File: src/sv/b2da_pkg.sv
`timescale 1ns / 1ps
package b2da_pkg;

   localparam int VALUE_W = 64;
   localparam int WIDTH_W = 5;
   localparam int CHAR_W  = 6;
   localparam int DIGIT_W = 4;

   localparam int DEF_VALUE_BITS = 64;
   localparam int DEF_MAX_DIGITS = 20;

   localparam logic [CHAR_W-1:0] ASCII_ZERO = 6'd48;

   typedef enum logic [1:0] {
      ST_IDLE,
      ST_SHIFT,
      ST_SKIP,
      ST_EMIT
   } b2da_state_type;

   typedef struct packed {
      logic load;
      logic shift;
      logic next_digit;
   } b2da_ctl_type;

endpackage

File: src/sv/b2da_if.sv
`timescale 1ns / 1ps
interface b2da_req_if;
   import b2da_pkg::*;

   logic               valid;
   logic               ready;
   logic [VALUE_W-1:0] value;
   logic [WIDTH_W-1:0] width;

   modport source (output valid, output value, output width, input ready);
   modport sink (input valid, input value, input width, output ready);
endinterface

interface b2da_rsp_if;
   import b2da_pkg::*;

   logic              valid;
   logic              ready;
   logic [CHAR_W-1:0] char_code;
   logic              last;

   modport source (output valid, output char_code, output last, input ready);
   modport sink (input valid, input char_code, input last, output ready);
endinterface

File: src/sv/b2da_dabble.sv
`timescale 1ns / 1ps
module b2da_dabble #(
   parameter int VALUE_BITS = b2da_pkg::DEF_VALUE_BITS,
   parameter int MAX_DIGITS = b2da_pkg::DEF_MAX_DIGITS
) (
   input  logic                                clock,
   input  b2da_pkg::b2da_ctl_type              ctl,
   input  logic [b2da_pkg::VALUE_W-1:0]        value,
   output logic [b2da_pkg::DIGIT_W-1:0]        top_digit
);
   import b2da_pkg::*;

   localparam int BCD_W = MAX_DIGITS * DIGIT_W;

   logic [VALUE_BITS-1:0] bin_ff;
   logic [VALUE_BITS-1:0] bin_in;
   logic [BCD_W-1:0]      bcd_ff;
   logic [BCD_W-1:0]      bcd_in;
   logic [BCD_W-1:0]      bcd_adj;

   // add-3 correction, every digit in parallel
   always_comb begin
      for (int i = 0; i < MAX_DIGITS; i++) begin
         if (bcd_ff[i*DIGIT_W +: DIGIT_W] >= 4'd5) begin
            bcd_adj[i*DIGIT_W +: DIGIT_W] = bcd_ff[i*DIGIT_W +: DIGIT_W] + 4'd3;
         end else begin
            bcd_adj[i*DIGIT_W +: DIGIT_W] = bcd_ff[i*DIGIT_W +: DIGIT_W];
         end
      end
   end

   always_comb begin
      bin_in = bin_ff;
      bcd_in = bcd_ff;
      if (ctl.load) begin
         bin_in = value[VALUE_BITS-1:0];
         bcd_in = '0;
      end else if (ctl.shift) begin
         bin_in = {bin_ff[VALUE_BITS-2:0], 1'b0};
         bcd_in = {bcd_adj[BCD_W-2:0], bin_ff[VALUE_BITS-1]};
      end else if (ctl.next_digit) begin
         bcd_in = {bcd_ff[BCD_W-DIGIT_W-1:0], {DIGIT_W{1'b0}}};
      end
   end

   always_ff @(posedge clock) begin
      bin_ff <= bin_in;
      bcd_ff <= bcd_in;
   end

   assign top_digit = bcd_ff[BCD_W-1 -: DIGIT_W];

`ifndef NO_ASSERTIONS
   // the leading digit is a decimal digit after a load
   a_top_decimal: assert property (@(posedge clock)
      $past(ctl.load) |-> top_digit <= 4'd9)
      else $error("leading digit left decimal range");
   a_ctl_exclusive: assert property (@(posedge clock)
      $onehot0({ctl.load, ctl.shift, ctl.next_digit}))
      else $error("more than one dabble operation at once");
   a_load_clears: assert property (@(posedge clock)
      ctl.load |=> top_digit == 4'd0)
      else $error("digit register not cleared on load");
`endif

endmodule

File: src/sv/binary_to_decimal_ascii.sv
`timescale 1ns / 1ps
// Binary to decimal ASCII converter.
// req channel: one item carries an unsigned value (low VALUE_BITS bits used)
// and a width. Width 0 emits the natural digit count (at least one), a
// nonzero width emits exactly that many digits (saturated at MAX_DIGITS),
// zero padded on the left or keeping only the low digits.
// rsp channel: one item per character, most significant first, with last
// set on the units digit. char_code is the ASCII code '0' to '9'.
// After acceptance the value runs through bit-serial double dabble, then for
// n characters the digits above them are dropped one at a time, and the
// characters follow at one per cycle while the rsp receiver keeps up. The
// next number is accepted once the block is back in idle after the last
// character is registered.
// One number is in work at a time; req ready is high only while idle. The
// next number may be accepted while the final character still waits.
// A stalled rsp receiver holds the character in the output register and
// freezes the digit sequence until it is taken.
// Reset (synchronous, active high) returns to idle and drops any pending
// character.
module binary_to_decimal_ascii #(
   parameter int VALUE_BITS = b2da_pkg::DEF_VALUE_BITS,
   parameter int MAX_DIGITS = b2da_pkg::DEF_MAX_DIGITS
) (
   input  logic        clock,
   input  logic        reset,
   b2da_req_if.sink    req_if,
   b2da_rsp_if.source  rsp_if
);
   import b2da_pkg::*;

   localparam int STEP_W = $clog2(VALUE_BITS + 1);
   localparam int CNT_W  = $clog2(MAX_DIGITS + 1);

   b2da_state_type    state_ff, state_in;
   logic [STEP_W-1:0] step_ff, step_in;
   logic [CNT_W-1:0]  remaining_ff, remaining_in;
   logic [CNT_W-1:0]  target_ff, target_in;
   logic              fixed_ff, fixed_in;
   logic              rsp_valid_ff, rsp_valid_in;
   logic [CHAR_W-1:0] rsp_char_ff, rsp_char_in;
   logic              rsp_last_ff, rsp_last_in;

   b2da_ctl_type       ctl;
   logic [DIGIT_W-1:0] top_digit;
   logic               slot_free;

   b2da_dabble #(
      .VALUE_BITS (VALUE_BITS),
      .MAX_DIGITS (MAX_DIGITS)
   ) u_dabble (
      .clock     (clock),
      .ctl       (ctl),
      .value     (req_if.value),
      .top_digit (top_digit)
   );

   assign slot_free = !rsp_valid_ff || rsp_if.ready;

   always_comb begin
      state_in     = state_ff;
      step_in      = step_ff;
      remaining_in = remaining_ff;
      target_in    = target_ff;
      fixed_in     = fixed_ff;
      rsp_valid_in = rsp_valid_ff && !rsp_if.ready;
      rsp_char_in  = rsp_char_ff;
      rsp_last_in  = rsp_last_ff;
      ctl          = '0;
      unique case (state_ff)
         ST_IDLE: begin
            if (req_if.valid) begin
               ctl.load     = 1'b1;
               step_in      = '0;
               remaining_in = CNT_W'(MAX_DIGITS);
               priority if (req_if.width == '0) begin
                  fixed_in  = 1'b0;
                  target_in = CNT_W'(1);
               end else if (req_if.width > WIDTH_W'(MAX_DIGITS)) begin
                  fixed_in  = 1'b1;
                  target_in = CNT_W'(MAX_DIGITS);
               end else begin
                  fixed_in  = 1'b1;
                  target_in = CNT_W'(req_if.width);
               end
               state_in = ST_SHIFT;
            end
         end
         ST_SHIFT: begin
            ctl.shift = 1'b1;
            step_in   = step_ff + STEP_W'(1);
            if (step_ff == STEP_W'(VALUE_BITS - 1)) begin
               state_in = ST_SKIP;
            end
         end
         ST_SKIP: begin
            // drop digits above the requested width, or leading zeros
            if ((remaining_ff > target_ff) && (fixed_ff || top_digit == '0)) begin
               ctl.next_digit = 1'b1;
               remaining_in   = remaining_ff - CNT_W'(1);
            end else begin
               state_in = ST_EMIT;
            end
         end
         ST_EMIT: begin
            if (slot_free) begin
               ctl.next_digit = 1'b1;
               rsp_valid_in   = 1'b1;
               rsp_char_in    = ASCII_ZERO + CHAR_W'(top_digit);
               rsp_last_in    = (remaining_ff == CNT_W'(1));
               remaining_in   = remaining_ff - CNT_W'(1);
               if (remaining_ff == CNT_W'(1)) begin
                  state_in = ST_IDLE;
               end
            end
         end
         default: begin
            state_in = ST_IDLE;
         end
      endcase
   end

   always_ff @(posedge clock) begin
      if (reset) begin
         state_ff     <= ST_IDLE;
         step_ff      <= '0;
         remaining_ff <= '0;
         rsp_valid_ff <= 1'b0;
      end else begin
         state_ff     <= state_in;
         step_ff      <= step_in;
         remaining_ff <= remaining_in;
         rsp_valid_ff <= rsp_valid_in;
      end
   end

   always_ff @(posedge clock) begin
      target_ff   <= target_in;
      fixed_ff    <= fixed_in;
      rsp_char_ff <= rsp_char_in;
      rsp_last_ff <= rsp_last_in;
   end

   assign req_if.ready     = (state_ff == ST_IDLE);
   assign rsp_if.valid     = rsp_valid_ff;
   assign rsp_if.char_code = rsp_char_ff;
   assign rsp_if.last      = rsp_last_ff;

`ifndef NO_ASSERTIONS
   a_shift_done: assert property (@(posedge clock) disable iff (reset)
      (state_ff == ST_SKIP && $past(state_ff) == ST_SHIFT) |->
         step_ff == STEP_W'(VALUE_BITS))
      else $error("conversion left shift phase early");
   a_emit_count: assert property (@(posedge clock) disable iff (reset)
      state_ff == ST_EMIT |-> remaining_ff != '0)
      else $error("emit with no digits left");
   a_remaining_max: assert property (@(posedge clock) disable iff (reset)
      remaining_ff <= CNT_W'(MAX_DIGITS))
      else $error("digit count above store depth");
   a_char_decimal: assert property (@(posedge clock) disable iff (reset)
      rsp_valid_ff |-> (rsp_char_ff >= ASCII_ZERO && rsp_char_ff <= ASCII_ZERO + 6'd9))
      else $error("character outside decimal digits");
   a_last_ends: assert property (@(posedge clock) disable iff (reset)
      (state_ff == ST_EMIT && slot_free && remaining_ff == CNT_W'(1)) |=>
         (rsp_last_ff && state_ff == ST_IDLE))
      else $error("final character not marked");
`endif

endmodule

File: src/flat_wrapper.sv
// flat-port wrapper written by rule: the top's interface ports become plain ports
module binary_to_decimal_ascii_flat import b2da_pkg::*;
#(
   parameter int VALUE_BITS = b2da_pkg::DEF_VALUE_BITS,
   parameter int MAX_DIGITS = b2da_pkg::DEF_MAX_DIGITS
)
  (clock, reset, req_if_valid, req_if_value, req_if_width, req_if_ready, rsp_if_valid, rsp_if_char_code, rsp_if_last, rsp_if_ready);
  b2da_req_if req_if_i ();
  b2da_rsp_if rsp_if_i ();
  input  logic clock;
  input  logic reset;
  input wire logic [$bits(req_if_i.valid)-1:0] req_if_valid;
  input wire logic [$bits(req_if_i.value)-1:0] req_if_value;
  input wire logic [$bits(req_if_i.width)-1:0] req_if_width;
  output wire logic [$bits(req_if_i.ready)-1:0] req_if_ready;
  output wire logic [$bits(rsp_if_i.valid)-1:0] rsp_if_valid;
  output wire logic [$bits(rsp_if_i.char_code)-1:0] rsp_if_char_code;
  output wire logic [$bits(rsp_if_i.last)-1:0] rsp_if_last;
  input wire logic [$bits(rsp_if_i.ready)-1:0] rsp_if_ready;
  assign req_if_i.valid = req_if_valid;
  assign req_if_i.value = req_if_value;
  assign req_if_i.width = req_if_width;
  assign req_if_ready = req_if_i.ready;
  assign rsp_if_valid = rsp_if_i.valid;
  assign rsp_if_char_code = rsp_if_i.char_code;
  assign rsp_if_last = rsp_if_i.last;
  assign rsp_if_i.ready = rsp_if_ready;
  binary_to_decimal_ascii #(.VALUE_BITS(VALUE_BITS), .MAX_DIGITS(MAX_DIGITS)) u_core (.clock(clock), .reset(reset), .req_if(req_if_i), .rsp_if(rsp_if_i));
endmodule
File: config.mk
export PLATFORM = sky130hd
export DESIGN_NAME = binary_to_decimal_ascii_flat
export DESIGN_NICKNAME = d
export VERILOG_FILES = /design/src/sv/b2da_pkg.sv /design/src/sv/b2da_if.sv /design/src/sv/b2da_dabble.sv /design/src/sv/binary_to_decimal_ascii.sv /design/src/flat_wrapper.sv
export SDC_FILE = /design/constraint.sdc
export NUM_CORES = 1
export LEC_CHECK = 0
export BUFFER_PORTS_ARGS = -buffer_cell sky130_fd_sc_hd__buf_2
export CORE_UTILIZATION = 35
export CTS_BUF_LIST = sky130_fd_sc_hd__clkbuf_4
export DETAILED_ROUTE_END_ITERATION = 10
export GPL_TIMING_DRIVEN = 0
export MAX_ROUTING_LAYER = met4
export PLACE_DENSITY = 0.52
export SLEW_MARGIN = 20
export SYNTH_ARGS = -nofsm -noshare
export SYNTH_HDL_FRONTEND = slang
export SYNTH_HIERARCHICAL = 1
export SYNTH_SLANG_ARGS = --single-unit
File: constraint.sdc
create_clock -name clock -period 3.6 [get_ports clock]
set_clock_uncertainty 0.1 [all_clocks]
set_input_delay 0.36 -clock clock [delete_from_list [all_inputs] [get_ports clock]]
set_output_delay 0.36 -clock clock [all_outputs]
set_load 0.005 [all_outputs]
Word-level counts from Yosys, hierarchy flattened
Cells that the tools add are included.
{"block": "totals", "output_inout_bits": 9, "reg_bits": 172, "word_cells": 132, "in_bits": 73}
{"block": "op_classes", "n_eq_ne": 11, "addsub": 23, "mux": 46, "n_reduce_logical": 19, "order_cmp": 22}
{"operator": "80-bit 2-to-1 mux", "n": 2}
{"operator": "64-bit 2-to-1 mux", "n": 2}
{"operator": "4-bit by 3-bit greater-or-equal comparator with 1-bit output, second input constant", "n": 20}
{"operator": "4-bit by 2-bit adder with 4-bit output, second input constant", "n": 19}
{"operator": "4-bit 2-to-1 mux", "n": 19}
{"operator": "5-bit 2-to-1 mux", "n": 4}
{"operator": "5-bit one-hot mux with 3 select lines", "n": 1}
{"operator": "7-bit one-hot mux with 2 select lines", "n": 1}
{"operator": "2-bit 2-to-1 mux", "n": 5}
{"operator": "1-bit 2-to-1 mux", "n": 8}
{"operator": "2-bit by 1-bit inequality test with 1-bit output, second input constant", "n": 4}
{"operator": "2-bit one-hot mux with 4 select lines", "n": 1}
{"operator": "7-bit by 1-bit adder with 7-bit output, second input constant", "n": 1}
{"operator": "7-bit by 6-bit == test with 1-bit output, second input constant", "n": 1}
{"operator": "7-bit 2-to-1 mux", "n": 1}
{"operator": "5-bit by 5-bit adder with 6-bit output, first input constant", "n": 1}
{"operator": "2-bit AND reduction", "n": 3}
{"operator": "2-bit nonzero test", "n": 3}
{"operator": "5-bit by 1-bit == test with 1-bit output, second input constant", "n": 1}
{"operator": "5-bit greater-than comparator", "n": 1}
{"operator": "5-bit greater-than comparator, second input constant", "n": 1}
{"operator": "5-bit zero test", "n": 1}
{"operator": "5-bit AND reduction", "n": 1}
{"operator": "5-bit by 1-bit subtractor with 5-bit output, second input constant", "n": 1}
{"operator": "14 further kinds", "n": 19}

Depth between registers and ports, before layout
{"block": "logic_depth", "ltp_word": 7, "depth_mapped": 12, "depth_no_buf": 10}

Modules after synthesis
The synthesis kept the hierarchy.
{"module": "b2da_dabble", "seq_area_each_um2": 3523.4, "instances": 1, "cells_each": 774, "area_per_inst_um2": 8003.9}
{"module": "binary_to_decimal_ascii", "seq_area_each_um2": 630.6, "instances": 1, "cells_each": 148, "area_per_inst_um2": 1452.6}

Least setup slack after synthesis
No wires, ideal clock.
{"block": "synth_timing", "kind": "register to register", "startpoint": "reg u_core.state_ff[0]", "endpoint": "reg u_core.u_dabble.bcd_ff[10]", "t_arrival_ns": 3.629, "setup_slack_ns": -0.359, "path_stages_with_launch": 9, "path_cell_list": "dfxtp_1 -> inv_1 -> ha_1 -> and2_1 -> buf_2 -> nor2_1 -> inv_2 -> buf_1 -> o221ai_1"}
{"element": "from (decl)", "line_no": "binary_to_decimal_ascii.sv:34", "source": "b2da_state_type state_ff, state_in;"}
{"element": "from (signal assigned)", "line_no": "binary_to_decimal_ascii.sv:129", "source": "state_ff <= state_in;"}
{"element": "to (signal assigned)", "line_no": "b2da_dabble.sv:48", "source": "bcd_ff <= bcd_in;"}
{"element": "to (decl)", "line_no": "b2da_dabble.sv:17", "source": "logic [BCD_W-1:0] bcd_ff;"}

==> impl_summary.log <==
[metrics] final hold viol count: 0
[metrics] top cell type's share of synthesized area: 0.2382
[metrics] worst-case vdd ir drop: between 0.2 and 0.3 mV
[metrics] number of nets in the layout: 1220
[metrics] number of vias per cell after detailed routing: 5.378
[metrics] wire per inst: 17.66 um
[metrics] proportion of synthesized chip area in sequential cells: 0.4393
[metrics] internal reg-to-reg setup slack: 540 ps
[metrics] Inserted Clock Buffers: 17
[metrics] dominant synthesized flop cell: sky130_fd_sc_hd__dfxtp_1
[metrics] Core Rows: 59
[metrics] end of the critical path: u_core/u_dabble/bcd_ff[79]
[metrics] Final period util: 0.8493
[metrics] post-layout worst setup margin: 542.6 ps
[metrics] HPWL Detailed: ~17 mm
[metrics] setup violators final: 0
[metrics] synthesis-to-finish area growth: 20.03%
[metrics] TritonCTS Sinks: 170
[metrics] synth cell count leaders: 95 x sky130_fd_sc_hd__dfxtp_1, 75 x sky130_fd_sc_hd__edfxtp_1, 74 x sky130_fd_sc_hd__mux2_2, 68 x sky130_fd_sc_hd__a21oi_1, 60 x sky130_fd_sc_hd__nor2_1
[metrics] quantity of I/O buffers inserted on ports: just under 80
[metrics] horizontal die dimension: roughly 170 um
[metrics] Async SR Flop Fraction: 0
[metrics] die area: 27680 um2
[metrics] maximum number of pins on one net before global-route repair: 50
[metrics] count of cell types in the netlist: 62
[metrics] end of the worst register-to-register path: u_core/u_dabble/bcd_ff[79]
[metrics] clock buffer depth: 2
[metrics] count of nets left with antenna violations after detail routing: 0
[metrics] run status: complete, but fails checks
[metrics] total routed wirelength: 25.50 mm
[metrics] transition time at the pin with the least slew margin: just under 800 ps
[metrics] violated checks: design-rule violations
[metrics] clock-pin transition on the worst setup and hold timing paths: 190 ps
[metrics] Crit. Startpoint: u_core/remaining_ff[2]
[metrics] CTS H-tree depth: 4
[metrics] total routing resource utilization after global routing: 0.1937
[metrics] die span in y: about 170 um
[metrics] Vias: 7766
[metrics] worst-case setup slack after placement: 561.1 ps
[metrics] cts repair resizes: 0
[metrics] most used standard cell by instance count after synthesis: sky130_fd_sc_hd__dfxtp_1
[metrics] maximum clock frequency: 327.1 MHz
[metrics] TritonCTS clock tree: done
[metrics] final global-route overflow total: 0
[metrics] Post-synth EDFFs: 75
[metrics] vias in the first global route: 7668
[metrics] Slew Limit Headroom: 0.4878
[metrics] initial drt markers: approximately 600
[metrics] total count of max-transition violations in the final report: 0
[metrics] Yosys reg bits: between 150 and 200
[metrics] Critical Path Sink Type: register
[metrics] Area after DPL: about 10000 um2
[metrics] HP Class: primary input to register
[metrics] category of the worst setup path launch point: register
[metrics] area of the core region: roughly 26000 um2
[metrics] number of max-cap violations: 0
[metrics] Syn Std Cell Area: 9457 um2
[metrics] Worst Path Class, Setup: register to register
[metrics] Period minus WS final: between 3000 and 4000 ps
[metrics] count of warnings emitted by yosys: 6
[metrics] routability congestion estimate from global placement: 0.8228
[metrics] Power Density: a little under 800 nW/um2
[metrics] clock insertion delay at the later pin of the skew report: around 600 ps
[metrics] Data required, critical path: approximately 4000 ps
[metrics] Filler Cell Count: 2555
[metrics] most area-consuming cells after synthesis: sky130_fd_sc_hd__edfxtp_1 24%, sky130_fd_sc_hd__dfxtp_1 20%, sky130_fd_sc_hd__mux2_2 8.8%, sky130_fd_sc_hd__ha_1 6.9%, sky130_fd_sc_hd__a21oi_1 3.6%
[metrics] post-route standard cell area excluding fillers: 11350 um2
[metrics] syn_area_per_cell: 10.26 um2
[metrics] synthesized instance count: 922
[metrics] antenna violations before repair: 1
[metrics] global-route wire length before repair: 41.47 mm
[metrics] data arrival time of the critical path: 3460 ps
[metrics] # IOs: 82
[metrics] reg2reg start: u_core/remaining_ff[2]
[metrics] R2R depth: 11
[metrics] effective utilization at floorplan: 0.3598
[metrics] Final Total Pwr: 0.008769 W
[metrics] DRC errors left: 11
[metrics] fraction of layout cells with a size suffix above 1: 0.2148
[metrics] cell at the root of the clock tree: sky130_fd_sc_hd__clkbuf_4
[metrics] DR pass1 iterations: 8
[metrics] cell leakage power: 4.023 nW
[metrics] maximum fanout along the worst path: 10
[metrics] unrepaired setup endpoints after global routing: false
[metrics] library cell occupying the most area in the post-synthesis netlist: sky130_fd_sc_hd__edfxtp_1
[worst max-delay path: stages, from the launching register on]
cell and delay [ps]:
sky130_fd_sc_hd__dfxtp_1 410, sky130_fd_sc_hd__ha_1 330, sky130_fd_sc_hd__nand4_1 130, sky130_fd_sc_hd__nor2_1 290, sky130_fd_sc_hd__o211ai_1 210, sky130_fd_sc_hd__nand2b_1 110, sky130_fd_sc_hd__buf_2 200, sky130_fd_sc_hd__inv_1 90
sky130_fd_sc_hd__nor2_2 450, sky130_fd_sc_hd__buf_2 380, sky130_fd_sc_hd__a32oi_1 80, sky130_fd_sc_hd__a21oi_1 150
[cell usage in the layout (no fill, tap or decap), types with 3 or more instances in the layout]
master,count
sky130_fd_sc_hd__clkinv_8,4
sky130_fd_sc_hd__and2_1,3
sky130_fd_sc_hd__a31oi_1,6
sky130_fd_sc_hd__ha_1,52
sky130_fd_sc_hd__nor3_1,6
sky130_fd_sc_hd__a221oi_1,8
sky130_fd_sc_hd__dlygate4sd3_1,73
sky130_fd_sc_hd__a32oi_1,19
sky130_fd_sc_hd__a21oi_1,68
sky130_fd_sc_hd__nor2_1,60
sky130_fd_sc_hd__nand2_1,46
sky130_fd_sc_hd__mux2_2,74
sky130_fd_sc_hd__nand3_1,15
sky130_fd_sc_hd__dfxtp_1,95
sky130_fd_sc_hd__or3_1,7
sky130_fd_sc_hd__nand2b_1,23
sky130_fd_sc_hd__xor2_1,3
sky130_fd_sc_hd__mux2i_1,28
sky130_fd_sc_hd__o311ai_0,11
sky130_fd_sc_hd__clkinv_4,3
sky130_fd_sc_hd__clkbuf_4,17
sky130_fd_sc_hd__o21ai_0,39
sky130_fd_sc_hd__a211oi_1,24
sky130_fd_sc_hd__buf_1,4
sky130_fd_sc_hd__clkbuf_1,18
sky130_fd_sc_hd__o221ai_1,28
sky130_fd_sc_hd__o211ai_1,3
sky130_fd_sc_hd__buf_2,105
sky130_fd_sc_hd__buf_4,10
sky130_fd_sc_hd__nand4b_1,38
sky130_fd_sc_hd__inv_8,6
sky130_fd_sc_hd__nor3b_1,32
sky130_fd_sc_hd__edfxtp_1,75
sky130_fd_sc_hd__inv_1,56
[area by class of cell]
class / count / area [um2] / area share
Clock inverter: 15 / 183.9 / 0.01620
Inverter: 57 / 214.0 / 0.01885
Clock buffer: 17 / 127.6 / 0.01124
Timing Repair Buffer: 153 / 1154 / 0.1016
Sequential cell: 170 / 4154 / 0.3660
Multi-Input combinational cell: 636 / 4786 / 0.4216
Buffer: 60 / 310.3 / 0.02734
Antenna cell: 1 / 2.502 / 0.0002205
Tap cell: 335 / 419.2 / 0.03693
[cell families after synthesis]
| group | count (synthesis) | share of synthesized area |
|---|---|---|
| buffers and inverters | 117 | 0.05504 |
| multiplexers | 102 | 0.1178 |
| adder cells (fa/ha/maj) | 52 | 0.06880 |
| AND/OR/NAND/NOR | 248 | 0.1504 |
| other | 1 | 0.0003965 |
| XOR/XNOR | 5 | 0.004632 |
| AO/OA/AOI/OAI | 227 | 0.1637 |
| flip-flops | 170 | 0.4393 |
[through the flow]
step	utilization	cells	hold WS, ps	TNS (ps)
floorplan	-	923	352.8	0
global placement	0.3913	1337	371.7	-31270
detailed placement	0.3922	1338	381.7	0
CTS	0.4318	1443	25.56	0
global route	0.4319	1444	91.03	0
finish	0.4319	1444	70.73	0
[state kept, by name (all words and copies together), names as in the netlist]
signal and count:
u_core/rsp_if.char_code 4, u_core/rsp_if.valid 1, u_core/u_dabble/bcd_ff 80, u_core/remaining_ff 5
u_core/target_ff 5, u_core/rsp_if.last 1, u_core/fixed_ff 1, u_core/u_dabble/bin_ff 64
u_core/state_ff 2, u_core/step_ff 7
[power by group]
group          leakage [nW]  internal [W]  switching (W)
clock                 0.166      0.000339       0.000855
combinational          2.35       0.00165        0.00242
sequential             1.50       0.00296       0.000544
total                  4.02       0.00495        0.00382
[metal layers]
metal | track usage | up-vias | part of all wire
met4 | 0.04710 | 0 | 0.014
met3 | 0.02836 | 21 | 0.036
met2 | 0.3062 | 166 | 0.45
met5 | - | - | 0
li1 | - | 3813 | -
met1 | 0.2601 | 3766 | 0.50
[what timing repair did]
item	in CTS	in global routing
hold endpoints to repair	77	0
hold buffers	73	0
setup buffers	0	0
[worst min-delay path by stage]
| stage | start | cells after the start | slack [ps] | endpoint |
|---|---|---|---|---|
| after global routing | req_if_valid | 4 | 90 | u_core/step_ff[1] |
| after detailed placement | u_core/step_ff[1] | 2 | 380 | u_core/step_ff[1] |
| after CTS | req_if_valid | 4 | 30 | u_core/step_ff[1] |
| after global placement | u_core/step_ff[1] | 2 | 370 | u_core/step_ff[1] |
| after floorplan | u_core/step_ff[1] | 2 | 350 | u_core/step_ff[1] |
| final | req_if_valid | 4 | 70 | u_core/step_ff[1] |
(Power assumes the default switching activity.)
